`src/sv/erx_pkg.sv`:
```
// shared types, byte codes and constants of the stx/etx frame receiver
package erx_pkg;

    localparam int MAX_BODY_DEF = 512;
    localparam int CNT_W        = 10;
    localparam int QDEPTH       = 2;

    localparam logic [1:0] ACT_START   = 2'd0;
    localparam logic [1:0] ACT_BYTE    = 2'd1;
    localparam logic [1:0] ACT_TIMEOUT = 2'd2;

    localparam logic [1:0] CFG_RETRY_LIMIT = 2'd0;
    localparam logic [1:0] CFG_CMD_OFFSET  = 2'd1;
    localparam logic [1:0] CFG_RECOVERY_EN = 2'd2;

    localparam logic [7:0] B_STX     = 8'h02;
    localparam logic [7:0] B_ETX     = 8'h03;
    localparam logic [7:0] B_ACK     = 8'h06;
    localparam logic [7:0] B_DC2     = 8'h12;
    localparam logic [7:0] B_DC4     = 8'h14;
    localparam logic [7:0] B_NAK     = 8'h15;
    localparam logic [7:0] B_ANOMALY = 8'h7F;

    localparam logic [3:0] KIND_NONE      = 4'd0;
    localparam logic [3:0] KIND_BODY      = 4'd1;
    localparam logic [3:0] KIND_DISCARDED = 4'd2;
    localparam logic [3:0] KIND_BUSY      = 4'd3;
    localparam logic [3:0] KIND_PAPER_OUT = 4'd4;
    localparam logic [3:0] KIND_GOOD      = 4'd5;
    localparam logic [3:0] KIND_BAD       = 4'd6;
    localparam logic [3:0] KIND_ANOMALY   = 4'd7;
    localparam logic [3:0] KIND_EXHAUSTED = 4'd8;
    localparam logic [3:0] KIND_TIMEOUT   = 4'd9;

    typedef enum logic [2:0] {
        CLS_DATA,
        CLS_DC2,
        CLS_DC4,
        CLS_IGNORE,
        CLS_STX,
        CLS_ETX
    } t_cls;

    typedef struct packed {
        logic [1:0] action;
        logic       wait_for_start;
        logic       clear_busy;
        logic [7:0] rx_byte;
        t_cls       cls;
        logic [3:0] nibble;
        logic       hex_bad;
    } t_qword;

    typedef struct packed {
        logic   push;
        t_qword word;
    } t_push;

    typedef struct packed {
        logic   valid;
        t_qword word;
    } t_head;

endpackage

```
`src/sv/erx_front.sv`:
```
// front end: takes input words, classifies the received byte and decodes it as a checksum digit
module erx_front (
    input  logic             i_in_valid,
    output logic             o_in_ready,
    input  logic [1:0]       i_action,
    input  logic             i_wait_for_start,
    input  logic             i_clear_busy_count,
    input  logic [7:0]       i_rx_byte,
    input  logic             i_q_full,
    output erx_pkg::t_push   o_push
);
    import erx_pkg::*;

    t_cls       cls;
    logic [3:0] nib;
    logic       bad;

    always_comb begin
        case (i_rx_byte)
            B_DC2:        cls = CLS_DC2;
            B_DC4:        cls = CLS_DC4;
            B_ACK, B_NAK: cls = CLS_IGNORE;
            B_STX:        cls = CLS_STX;
            B_ETX:        cls = CLS_ETX;
            default:      cls = CLS_DATA;
        endcase
    end

    // checksum digit decode, upper and lower case
    always_comb begin
        nib = 4'd0;
        bad = 1'b0;
        if (i_rx_byte >= 8'h30 && i_rx_byte <= 8'h39) begin
            nib = 4'(i_rx_byte - 8'h30);
        end else if (i_rx_byte >= 8'h41 && i_rx_byte <= 8'h46) begin
            nib = 4'(i_rx_byte - 8'h37);
        end else if (i_rx_byte >= 8'h61 && i_rx_byte <= 8'h66) begin
            nib = 4'(i_rx_byte - 8'h57);
        end else begin
            bad = 1'b1;
        end
    end

    assign o_in_ready = !i_q_full;

    always_comb begin
        o_push.push                = i_in_valid && !i_q_full;
        o_push.word.action         = i_action;
        o_push.word.wait_for_start = i_wait_for_start;
        o_push.word.clear_busy     = i_clear_busy_count;
        o_push.word.rx_byte        = i_rx_byte;
        o_push.word.cls            = cls;
        o_push.word.nibble         = nib;
        o_push.word.hex_bad        = bad;
    end

endmodule

```
`src/sv/erx_queue.sv`:
```
// short queue of classified words between front and back end
module erx_queue (
    input  logic           i_clk,
    input  logic           i_rst_n,
    input  erx_pkg::t_push i_push,
    input  logic           i_pop,
    output logic           o_full,
    output erx_pkg::t_head o_head
);
    import erx_pkg::*;

    localparam int PTR_W = (QDEPTH > 1) ? $clog2(QDEPTH) : 1;
    localparam int CNT_QW = $clog2(QDEPTH + 1);

    t_qword              r_mem [QDEPTH];
    logic [PTR_W-1:0]    r_wr_ptr;
    logic [PTR_W-1:0]    r_rd_ptr;
    logic [CNT_QW-1:0]   r_count;
    logic                do_push;
    logic                do_pop;

    assign o_full  = (r_count == CNT_QW'(QDEPTH));
    assign do_push = i_push.push && !o_full;
    assign do_pop  = i_pop && (r_count != '0);

    assign o_head.valid = (r_count != '0);
    assign o_head.word  = r_mem[r_rd_ptr];

    always_ff @(posedge i_clk) begin
        if (do_push) begin
            r_mem[r_wr_ptr] <= i_push.word;
        end
    end

    always_ff @(posedge i_clk) begin
        if (!i_rst_n) begin
            r_wr_ptr <= '0;
            r_rd_ptr <= '0;
            r_count  <= '0;
        end else begin
            if (do_push) begin
                r_wr_ptr <= (r_wr_ptr == PTR_W'(QDEPTH - 1)) ? '0 : r_wr_ptr + 1'b1;
            end
            if (do_pop) begin
                r_rd_ptr <= (r_rd_ptr == PTR_W'(QDEPTH - 1)) ? '0 : r_rd_ptr + 1'b1;
            end
            if (do_push && !do_pop) begin
                r_count <= r_count + 1'b1;
            end else if (do_pop && !do_push) begin
                r_count <= r_count - 1'b1;
            end
        end
    end

endmodule

```
`src/sv/erx_back.sv`:
```
// back end: frame state machine, checksum, retries and result register
module erx_back #(
    parameter int MAX_BODY = erx_pkg::MAX_BODY_DEF
) (
    input  logic                      i_clk,
    input  logic                      i_rst_n,
    input  logic [7:0]                i_cfg_retry_limit,
    input  logic [1:0]                i_cfg_cmd_offset,
    input  logic                      i_cfg_recovery_en,
    input  erx_pkg::t_head            i_head,
    output logic                      o_pop,
    output logic                      o_out_valid,
    input  logic                      i_out_ready,
    output logic [3:0]                o_kind,
    output logic [7:0]                o_data_byte,
    output logic                      o_send_ack,
    output logic                      o_send_nak,
    output logic                      o_send_recovery,
    output logic [7:0]                o_packet_number,
    output logic [7:0]                o_command_code,
    output logic [erx_pkg::CNT_W-1:0] o_body_length,
    output logic [7:0]                o_retries_left,
    output logic [15:0]               o_busy_count
);
    import erx_pkg::*;

    typedef enum logic [3:0] {
        PH_IDLE  = 4'b0001,
        PH_STX   = 4'b0010,
        PH_BODY  = 4'b0100,
        PH_CHECK = 4'b1000
    } t_phase;

    t_phase           r_phase,     n_phase;
    logic [CNT_W-1:0] r_body_cnt,  n_body_cnt;
    logic [15:0]      r_body_sum,  n_body_sum;
    logic [15:0]      r_chk_val,   n_chk_val;
    logic [2:0]       r_chk_dig,   n_chk_dig;
    logic             r_chk_bad,   n_chk_bad;
    logic [7:0]       r_retry,     n_retry;
    logic [7:0]       r_first,     n_first;
    logic [7:0]       r_cmd,       n_cmd;
    logic [15:0]      r_busy,      n_busy;
    logic             r_out_valid;

    logic [3:0]  kind;
    logic [7:0]  data;
    logic        ack, nak, rec;
    logic [7:0]  pkt, cmd;
    logic [7:0]  retry_dec;
    logic        retry_out;
    logic [15:0] chk_next;
    logic [2:0]  dig_next;
    logic        bad_next;
    logic [15:0] calc;
    logic        fire;
    t_qword      w;

    assign w    = i_head.word;
    assign fire = i_head.valid && (!r_out_valid || i_out_ready);
    assign o_pop = fire;

    assign retry_dec = (r_retry != 8'd0) ? r_retry - 8'd1 : 8'd0;
    assign retry_out = (retry_dec == 8'd0);
    assign chk_next  = {r_chk_val[11:0], w.nibble};
    assign dig_next  = r_chk_dig + 3'd1;
    assign bad_next  = r_chk_bad | w.hex_bad;
    assign calc      = r_body_sum + 16'(B_STX) + 16'(B_ETX);

    always_comb begin
        n_phase    = r_phase;
        n_body_cnt = r_body_cnt;
        n_body_sum = r_body_sum;
        n_chk_val  = r_chk_val;
        n_chk_dig  = r_chk_dig;
        n_chk_bad  = r_chk_bad;
        n_retry    = r_retry;
        n_first    = r_first;
        n_cmd      = r_cmd;
        n_busy     = r_busy;
        kind = KIND_NONE;
        data = 8'd0;
        ack  = 1'b0;
        nak  = 1'b0;
        rec  = 1'b0;
        pkt  = 8'd0;
        cmd  = 8'd0;
        case (w.action)
            ACT_START: begin
                if (w.clear_busy) begin
                    n_busy = 16'd0;
                end
                n_body_cnt = '0;
                n_body_sum = 16'd0;
                n_first    = 8'd0;
                n_cmd      = 8'd0;
                n_chk_val  = 16'd0;
                n_chk_dig  = 3'd0;
                n_chk_bad  = 1'b0;
                n_retry    = i_cfg_retry_limit;
                n_phase    = w.wait_for_start ? PH_STX : PH_BODY;
                if (i_cfg_retry_limit == 8'd0) begin
                    n_phase = PH_IDLE;
                    kind    = KIND_EXHAUSTED;
                end
            end
            ACT_TIMEOUT: begin
                if (r_phase != PH_IDLE) begin
                    rec     = i_cfg_recovery_en;
                    n_retry = retry_dec;
                    if (retry_out) begin
                        n_phase = PH_IDLE;
                        kind    = KIND_EXHAUSTED;
                    end else begin
                        kind = KIND_TIMEOUT;
                    end
                end
            end
            ACT_BYTE: begin
                if (r_phase != PH_IDLE) begin
                    case (w.cls)
                        CLS_DC2: begin
                            if (r_busy != 16'hFFFF) begin
                                n_busy = r_busy + 16'd1;
                            end
                            kind = KIND_BUSY;
                        end
                        CLS_DC4: begin
                            kind = KIND_PAPER_OUT;
                        end
                        CLS_IGNORE: begin
                            kind = KIND_NONE;
                        end
                        CLS_STX: begin
                            if (r_phase != PH_STX) begin
                                kind = KIND_DISCARDED;
                            end
                            n_body_cnt = '0;
                            n_body_sum = 16'd0;
                            n_first    = 8'd0;
                            n_cmd      = 8'd0;
                            n_chk_val  = 16'd0;
                            n_chk_dig  = 3'd0;
                            n_chk_bad  = 1'b0;
                            n_phase    = PH_BODY;
                        end
                        CLS_ETX: begin
                            n_chk_val = 16'd0;
                            n_chk_dig = 3'd0;
                            n_chk_bad = 1'b0;
                            if (r_phase == PH_BODY) begin
                                n_phase = PH_CHECK;
                            end else begin
                                if (r_phase == PH_CHECK) begin
                                    kind = KIND_DISCARDED;
                                end
                                n_body_cnt = '0;
                                n_body_sum = 16'd0;
                                n_first    = 8'd0;
                                n_cmd      = 8'd0;
                                n_phase    = PH_STX;
                            end
                        end
                        CLS_DATA: begin
                            if (r_phase == PH_BODY) begin
                                if (r_body_cnt >= CNT_W'(MAX_BODY)) begin
                                    // overflow: drop body; go idle on last retry
                                    n_body_cnt = '0;
                                    n_body_sum = 16'd0;
                                    n_first    = 8'd0;
                                    n_cmd      = 8'd0;
                                    n_retry    = retry_dec;
                                    if (retry_out) begin
                                        n_phase = PH_IDLE;
                                        kind    = KIND_EXHAUSTED;
                                    end else begin
                                        kind = KIND_DISCARDED;
                                    end
                                end else begin
                                    if (r_body_cnt == '0) begin
                                        n_first = w.rx_byte;
                                    end
                                    if (r_body_cnt == CNT_W'(i_cfg_cmd_offset)) begin
                                        n_cmd = w.rx_byte;
                                    end
                                    n_body_cnt = r_body_cnt + 1'b1;
                                    n_body_sum = r_body_sum + 16'(w.rx_byte);
                                    kind = KIND_BODY;
                                    data = w.rx_byte;
                                end
                            end else if (r_phase == PH_CHECK) begin
                                n_chk_val = chk_next;
                                n_chk_dig = dig_next;
                                n_chk_bad = bad_next;
                                if (dig_next >= 3'd4) begin
                                    if (!bad_next && calc == chk_next) begin
                                        ack = 1'b1;
                                        pkt = (r_body_cnt != '0) ? r_first : 8'd0;
                                        cmd = (r_body_cnt > CNT_W'(i_cfg_cmd_offset)) ?
                                              r_cmd : 8'd0;
                                        kind = (pkt == B_ANOMALY) ? KIND_ANOMALY : KIND_GOOD;
                                        n_phase = PH_IDLE;
                                    end else begin
                                        nak     = 1'b1;
                                        n_retry = retry_dec;
                                        if (retry_out) begin
                                            n_phase = PH_IDLE;
                                            kind    = KIND_EXHAUSTED;
                                        end else begin
                                            n_phase = PH_STX;
                                            kind    = KIND_BAD;
                                        end
                                    end
                                    n_chk_val = 16'd0;
                                    n_chk_dig = 3'd0;
                                    n_chk_bad = 1'b0;
                                end
                            end
                        end
                        default: begin
                            kind = KIND_NONE;
                        end
                    endcase
                end
            end
            default: begin
                kind = KIND_NONE;
            end
        endcase
    end

    always_ff @(posedge i_clk) begin
        if (!i_rst_n) begin
            r_phase     <= PH_IDLE;
            r_body_cnt  <= '0;
            r_body_sum  <= 16'd0;
            r_chk_val   <= 16'd0;
            r_chk_dig   <= 3'd0;
            r_chk_bad   <= 1'b0;
            r_retry     <= 8'd0;
            r_first     <= 8'd0;
            r_cmd       <= 8'd0;
            r_busy      <= 16'd0;
            r_out_valid <= 1'b0;
        end else begin
            if (fire) begin
                r_phase    <= n_phase;
                r_body_cnt <= n_body_cnt;
                r_body_sum <= n_body_sum;
                r_chk_val  <= n_chk_val;
                r_chk_dig  <= n_chk_dig;
                r_chk_bad  <= n_chk_bad;
                r_retry    <= n_retry;
                r_first    <= n_first;
                r_cmd      <= n_cmd;
                r_busy     <= n_busy;
                r_out_valid <= 1'b1;
            end else if (i_out_ready) begin
                r_out_valid <= 1'b0;
            end
        end
    end

    // result register, loaded as the word is carried out
    always_ff @(posedge i_clk) begin
        if (fire) begin
            o_kind          <= kind;
            o_data_byte     <= data;
            o_send_ack      <= ack;
            o_send_nak      <= nak;
            o_send_recovery <= rec;
            o_packet_number <= pkt;
            o_command_code  <= cmd;
            o_body_length   <= n_body_cnt;
            o_retries_left  <= n_retry;
            o_busy_count    <= n_busy;
        end
    end

    assign o_out_valid = r_out_valid;

endmodule

```
`src/sv/stx_etx_response_receiver_top.sv`:
```
// top level of the stx/etx response frame receiver
//
//  channel  valid / ready             payload
//  in       i_in_valid / o_in_ready   i_action, i_wait_for_start, i_clear_busy_count, i_rx_byte
//  out      o_out_valid / i_out_ready o_kind .. o_busy_count, one result per input word
//  cfg      i_cfg_valid / o_cfg_ready i_cfg_index, i_cfg_data
//
// one word per cycle sustained while results are taken; the back end handles a whole word as it pops it
// from input to result a word passes through the queue and then the result register
// a two-word queue lets the front keep taking words while a result waits to be taken
// reset is synchronous and active low; there is no clearing pass after it
// configuration is taken every cycle and is meant to change only while idle
module stx_etx_response_receiver_top #(
    parameter int MAX_BODY = erx_pkg::MAX_BODY_DEF
) (
    input  logic                      i_clk,
    input  logic                      i_rst_n,
    input  logic                      i_in_valid,
    output logic                      o_in_ready,
    input  logic [1:0]                i_action,
    input  logic                      i_wait_for_start,
    input  logic                      i_clear_busy_count,
    input  logic [7:0]                i_rx_byte,
    output logic                      o_out_valid,
    input  logic                      i_out_ready,
    output logic [3:0]                o_kind,
    output logic [7:0]                o_data_byte,
    output logic                      o_send_ack,
    output logic                      o_send_nak,
    output logic                      o_send_recovery,
    output logic [7:0]                o_packet_number,
    output logic [7:0]                o_command_code,
    output logic [erx_pkg::CNT_W-1:0] o_body_length,
    output logic [7:0]                o_retries_left,
    output logic [15:0]               o_busy_count,
    input  logic                      i_cfg_valid,
    output logic                      o_cfg_ready,
    input  logic [1:0]                i_cfg_index,
    input  logic [7:0]                i_cfg_data
);
    import erx_pkg::*;

    logic [7:0] r_retry_limit;
    logic [1:0] r_cmd_offset;
    logic       r_recovery_en;
    t_push      push;
    t_head      head;
    logic       q_full;
    logic       pop;

    assign o_cfg_ready = 1'b1;

    always_ff @(posedge i_clk) begin
        if (!i_rst_n) begin
            r_retry_limit <= 8'd3;
            r_cmd_offset  <= 2'd1;
            r_recovery_en <= 1'b0;
        end else if (i_cfg_valid) begin
            case (i_cfg_index)
                CFG_RETRY_LIMIT: r_retry_limit <= i_cfg_data;
                CFG_CMD_OFFSET:  r_cmd_offset  <= i_cfg_data[1:0];
                CFG_RECOVERY_EN: r_recovery_en <= i_cfg_data[0];
                default: begin
                    // unused register index, write dropped
                end
            endcase
        end
    end

    erx_front u_front (
        .i_in_valid         (i_in_valid),
        .o_in_ready         (o_in_ready),
        .i_action           (i_action),
        .i_wait_for_start   (i_wait_for_start),
        .i_clear_busy_count (i_clear_busy_count),
        .i_rx_byte          (i_rx_byte),
        .i_q_full           (q_full),
        .o_push             (push)
    );

    erx_queue u_queue (
        .i_clk   (i_clk),
        .i_rst_n (i_rst_n),
        .i_push  (push),
        .i_pop   (pop),
        .o_full  (q_full),
        .o_head  (head)
    );

    erx_back #(
        .MAX_BODY (MAX_BODY)
    ) u_back (
        .i_clk             (i_clk),
        .i_rst_n           (i_rst_n),
        .i_cfg_retry_limit (r_retry_limit),
        .i_cfg_cmd_offset  (r_cmd_offset),
        .i_cfg_recovery_en (r_recovery_en),
        .i_head            (head),
        .o_pop             (pop),
        .o_out_valid       (o_out_valid),
        .i_out_ready       (i_out_ready),
        .o_kind            (o_kind),
        .o_data_byte       (o_data_byte),
        .o_send_ack        (o_send_ack),
        .o_send_nak        (o_send_nak),
        .o_send_recovery   (o_send_recovery),
        .o_packet_number   (o_packet_number),
        .o_command_code    (o_command_code),
        .o_body_length     (o_body_length),
        .o_retries_left    (o_retries_left),
        .o_busy_count      (o_busy_count)
    );

endmodule

```
`config.mk`:
```
export PLATFORM = sky130hd
export DESIGN_NAME = stx_etx_response_receiver_top
export DESIGN_NICKNAME = d
export VERILOG_FILES = /design/src/sv/erx_pkg.sv /design/src/sv/erx_front.sv /design/src/sv/erx_queue.sv /design/src/sv/erx_back.sv /design/src/sv/stx_etx_response_receiver_top.sv
export SDC_FILE = /design/constraint.sdc
export NUM_CORES = 1
export LEC_CHECK = 0
export ABC_AREA = 1
export BUFFER_PORTS_ARGS = -buffer_cell sky130_fd_sc_hd__buf_4
export CORE_UTILIZATION = 43
export CTS_CLUSTER_DIAMETER = 50
export CTS_CLUSTER_SIZE = 8
export DETAILED_ROUTE_END_ITERATION = 10
export PLACE_DENSITY = 0.66
export SLEW_MARGIN = 20
export SYNTH_ARGS = -nofsm -noshare
export SYNTH_HDL_FRONTEND = slang
export SYNTH_SLANG_ARGS = --single-unit
```
`constraint.sdc`:
```
create_clock -name i_clk -period 4.3 [get_ports i_clk]
set_input_delay 0.86 -clock i_clk [delete_from_list [all_inputs] [get_ports i_clk]]
set_output_delay 0.86 -clock i_clk [all_outputs]
set_load 0.02 [all_outputs]
```
==> impl_metrics.py <==
metrics = {
    "logic_synthesis": {
        "synth_ff_type": "edfxtp_1",
        "ys_ff_latch": 208,
        "yosysSeqAreaShare_pct": 47.2,
        "ys_types": 58,
        "post-synth-top-count-cell": "nand2_1",
        "synth_nets": 1448,
        "synth.top_cells.by_area": "edfxtp_1 (29%), dfxtp_1 (19%), nand2_1 (8.5%)",
        "ys_warn_count": 0,
        "synth_commonest_cells": "nand2_1 (249), inv_1 (212), nor2_1 (136), a21oi_1 (123), o21ai_0 (120)",
        "synth-edff-count": 105,
        "avgSynthCellArea_um2": 7.92,
        "synthCells": 1393,
        "synth_top_area_share_pct": 28.6,
        "ys_async_sr_fraction_pct": 0,
        "syn_area_um2": 11000,
        "yosys.area.top_type": "edfxtp_1",
    },
    "cts": {
        "cts_resized": 0,
        "clock_latency_ns": 0.55,
        "cts_max_level": 1,
        "clock-root-buffer": "clkbuf_16",
        "cts_sinks": 208,
        "cts_tree": "yes",
        "clkSlewWorstSetupHoldPaths_ns": 0.05,
        "cts_buffers": 31,
        "cts.hold.buffers_added": 0,
        "post_cts_buffers": 0,
        "clock_path_buffers": 3,
    },
    "route": {
        "route.detailed.drc": 0,
        "wl_per_cell_um": 15.0,
        "drt_iter0_drc": 655,
        "dr_total_vias": 9634,
        "drt_pass1_iterations": 6,
        "drtAntennaViolNets": 0,
        "vias_per_cell": 5.24,
        "wl_mm": 27.7,
    },
    "grt": {
        "busiest_layer": "met2",
        "grtUsageMet3_pct": 3.22,
        "grt_antenna_before_repair": 0,
        "track_usage_pct": 21.4,
        "grt_pass1_vias": 9155,
        "grt_first_pass_wirelength_mm": 45.4,
        "grt_use_met1_pct": 27.6,
        "grt_max_degree": 60,
        "grt_use_met2_pct": 36.6,
        "grt_overflow_total": 0,
    },
    "cells_and_area": {
        "layout-drive-gt1-share_pct": 12.6,
        "antennaDiodeCount": 0,
        "final_cells": 1840,
        "fill_cells": 2436,
        "final_area_um2": 13000,
        "final_core_util_pct": 51.5,
        "final_nets": 1540,
        "syn_to_final_growth_pct": 17.6,
    },
    "min_path": {
        "min_to": "r_recovery_en",
        "hp-class": "register to register",
        "worstHoldStart": "r_recovery_en",
        "hold_depth": 2,
    },
    "timing": {
        "min_period_over_period_pct": 81.4,
        "setup_viol": 0,
        "fmax_mhz": 286,
        "rsz0062_at_grt": "false",
        "fin_skew_ns": 0.0118,
        "tns_ns": 0,
        "finalHoldViolCount": 0,
        "period_needed_ns": 3.50,
        "relSlewSlack_pct": 34.4,
        "tightest_slew_ns": 0.981,
        "slew_violations": 0,
    },
    "critical_path": {
        "reg2reg_to": "u_back.r_first[7]",
        "reg2regPathDepth": 14,
        "startpoint_type": "register",
        "reg2reg_slack_ns": 0.80,
        "arrival_ns": 3.93,
        "crit_type": "register to register",
        "critPathMaxFanout": 25,
        "cp.required_ns": 4.73,
        "end_kind": "register",
    },
    "power_and_ir_drop": {
        "peakVddDrop_v": 0.000368,
        "p_leak_nw": 5.43,
        "power.density_nw_per_um2": 763,
    },
    "floorplan": {
        "ios": 95,
        "initial_core_util_pct": 43.8,
        "dieArea_um2": 26300,
        "coreArea_um2": 25200,
        "die_x_um": 162,
        "rows": 58,
        "die_h_um": 162,
    },
    "status": {
        "status": "finished, final reports clean",
    },
    "placement": {
        "post-dp-hpwl_mm": 20.1,
        "numPortBuffers": 93,
        "placed_area_um2": 12000,
        "gp_congestion": 0.928,
        "place_inst": 1782,
    },
    "job": {
        "maxCapViolations": 0,
    },
}
[cell families after synthesis]
kind of cell | after synthesis | synth area share (%)
simple gates | 551 | 22.0
compound gates | 322 | 16.5
buf+inv | 261 | 9.24
flops | 208 | 47.2
fa+ha+maj | 28 | 3.24
xor+xnor | 22 | 1.75
other cells | 1 | 0.0340
[worst max-delay path, stage by stage (launching register included)]
cell,delay [ns]
dfxtp_1,0.37
buf_4,0.28
o21ai_0,0.19
inv_1,0.12
ha_1,0.32
buf_4,0.28
nor2_1,0.07
clkinv_1,0.21
nand3_4,0.14
nor3_4,0.39
inv_2,0.22
a21oi_2,0.42
inv_1,0.16
nor2_1,0.13
nor2_1,0.05
[through the flow]
step	total power, mW	worst slack [ns]	hold WS, ns
after global routing	10.6	0.353	0.477
final	9.90	0.798	0.453
after floorplan	6.32	0.563	0.426
after global placement	7.57	0.955	0.435
after detailed placement	7.64	0.834	0.447
after CTS	9.93	0.803	0.455
[cell usage in the layout, fill, tap and decap left out, drive strengths merged, types with 4 or more instances in the layout]
cell	count
nand2	253
inv	217
nor2	143
o21ai	129
a21oi	127
edfxtp	105
dfxtp	103
buf	101
nand3	90
clkbuf	56
ha	27
nor3	20
xor2	17
nand4	17
a211oi	16
or2	16
o22ai	13
a22oi	8
nor4	7
xnor2	5
a221oi	5
o221ai	4
a31oi	4
o211ai	4
[routing by layer]
layer / vias up / part of all wire (%)
met3: 58 / 6.0
met4: 0 / 2.8
li1: 4846 / -
met1: 4487 / 44
met2: 243 / 47
met5: - / 0
[report_power, final]
group | switching, mW | leakage (nW) | total [mW] | internal [mW]
clock network | 0.841 | 0.446 | 2.26 | 1.42
registers | 0.373 | 1.87 | 3.29 | 2.91
logic | 2.97 | 3.12 | 4.35 | 1.38
[state kept, by name (all words and copies together), names as in the netlist, 2 cells and up, named ones only]
name,count
u_queue.r_mem,40
u_back.o_busy_count,16
u_back.r_body_sum,16
u_back.r_busy,16
u_back.r_chk_val,12
u_back.o_body_length,10
u_back.r_body_cnt,10
r_retry_limit,8
u_back.o_command_code,8
u_back.o_data_byte,8
u_back.o_packet_number,8
u_back.o_retries_left,8
u_back.r_cmd,8
u_back.r_first,8
u_back.r_retry,8
u_back.o_kind,4
u_back.r_phase,4
u_back.r_chk_dig,3
r_cmd_offset,2
u_queue.r_count,2
[worst max path at each step]
stage                               to  slack, ns
3_3_place_gp         u_back.r_first[4]       0.95
5_1_grt              u_back.r_first[7]       0.35
2_1_floorplan  u_back.o_body_length[0]       0.56
4_1_cts              u_back.r_first[7]       0.80
6_report             u_back.r_first[7]       0.80
3_5_place_dp         u_back.r_first[7]       0.83
[layout make-up]
cell class / instances / area [µm²] / area share, %
clock buffers: 56 / 920 / 7.09
clock inverters: 2 / 16.3 / 0.125
inverters: 219 / 825 / 6.35
multi-input cells: 924 / 4830 / 37.2
flip-flops and latches: 208 / 5220 / 40.2
well taps: 330 / 413 / 3.18
repair buffers: 101 / 758 / 5.84
No activity file was read; power rests on OpenSTA's default activity.
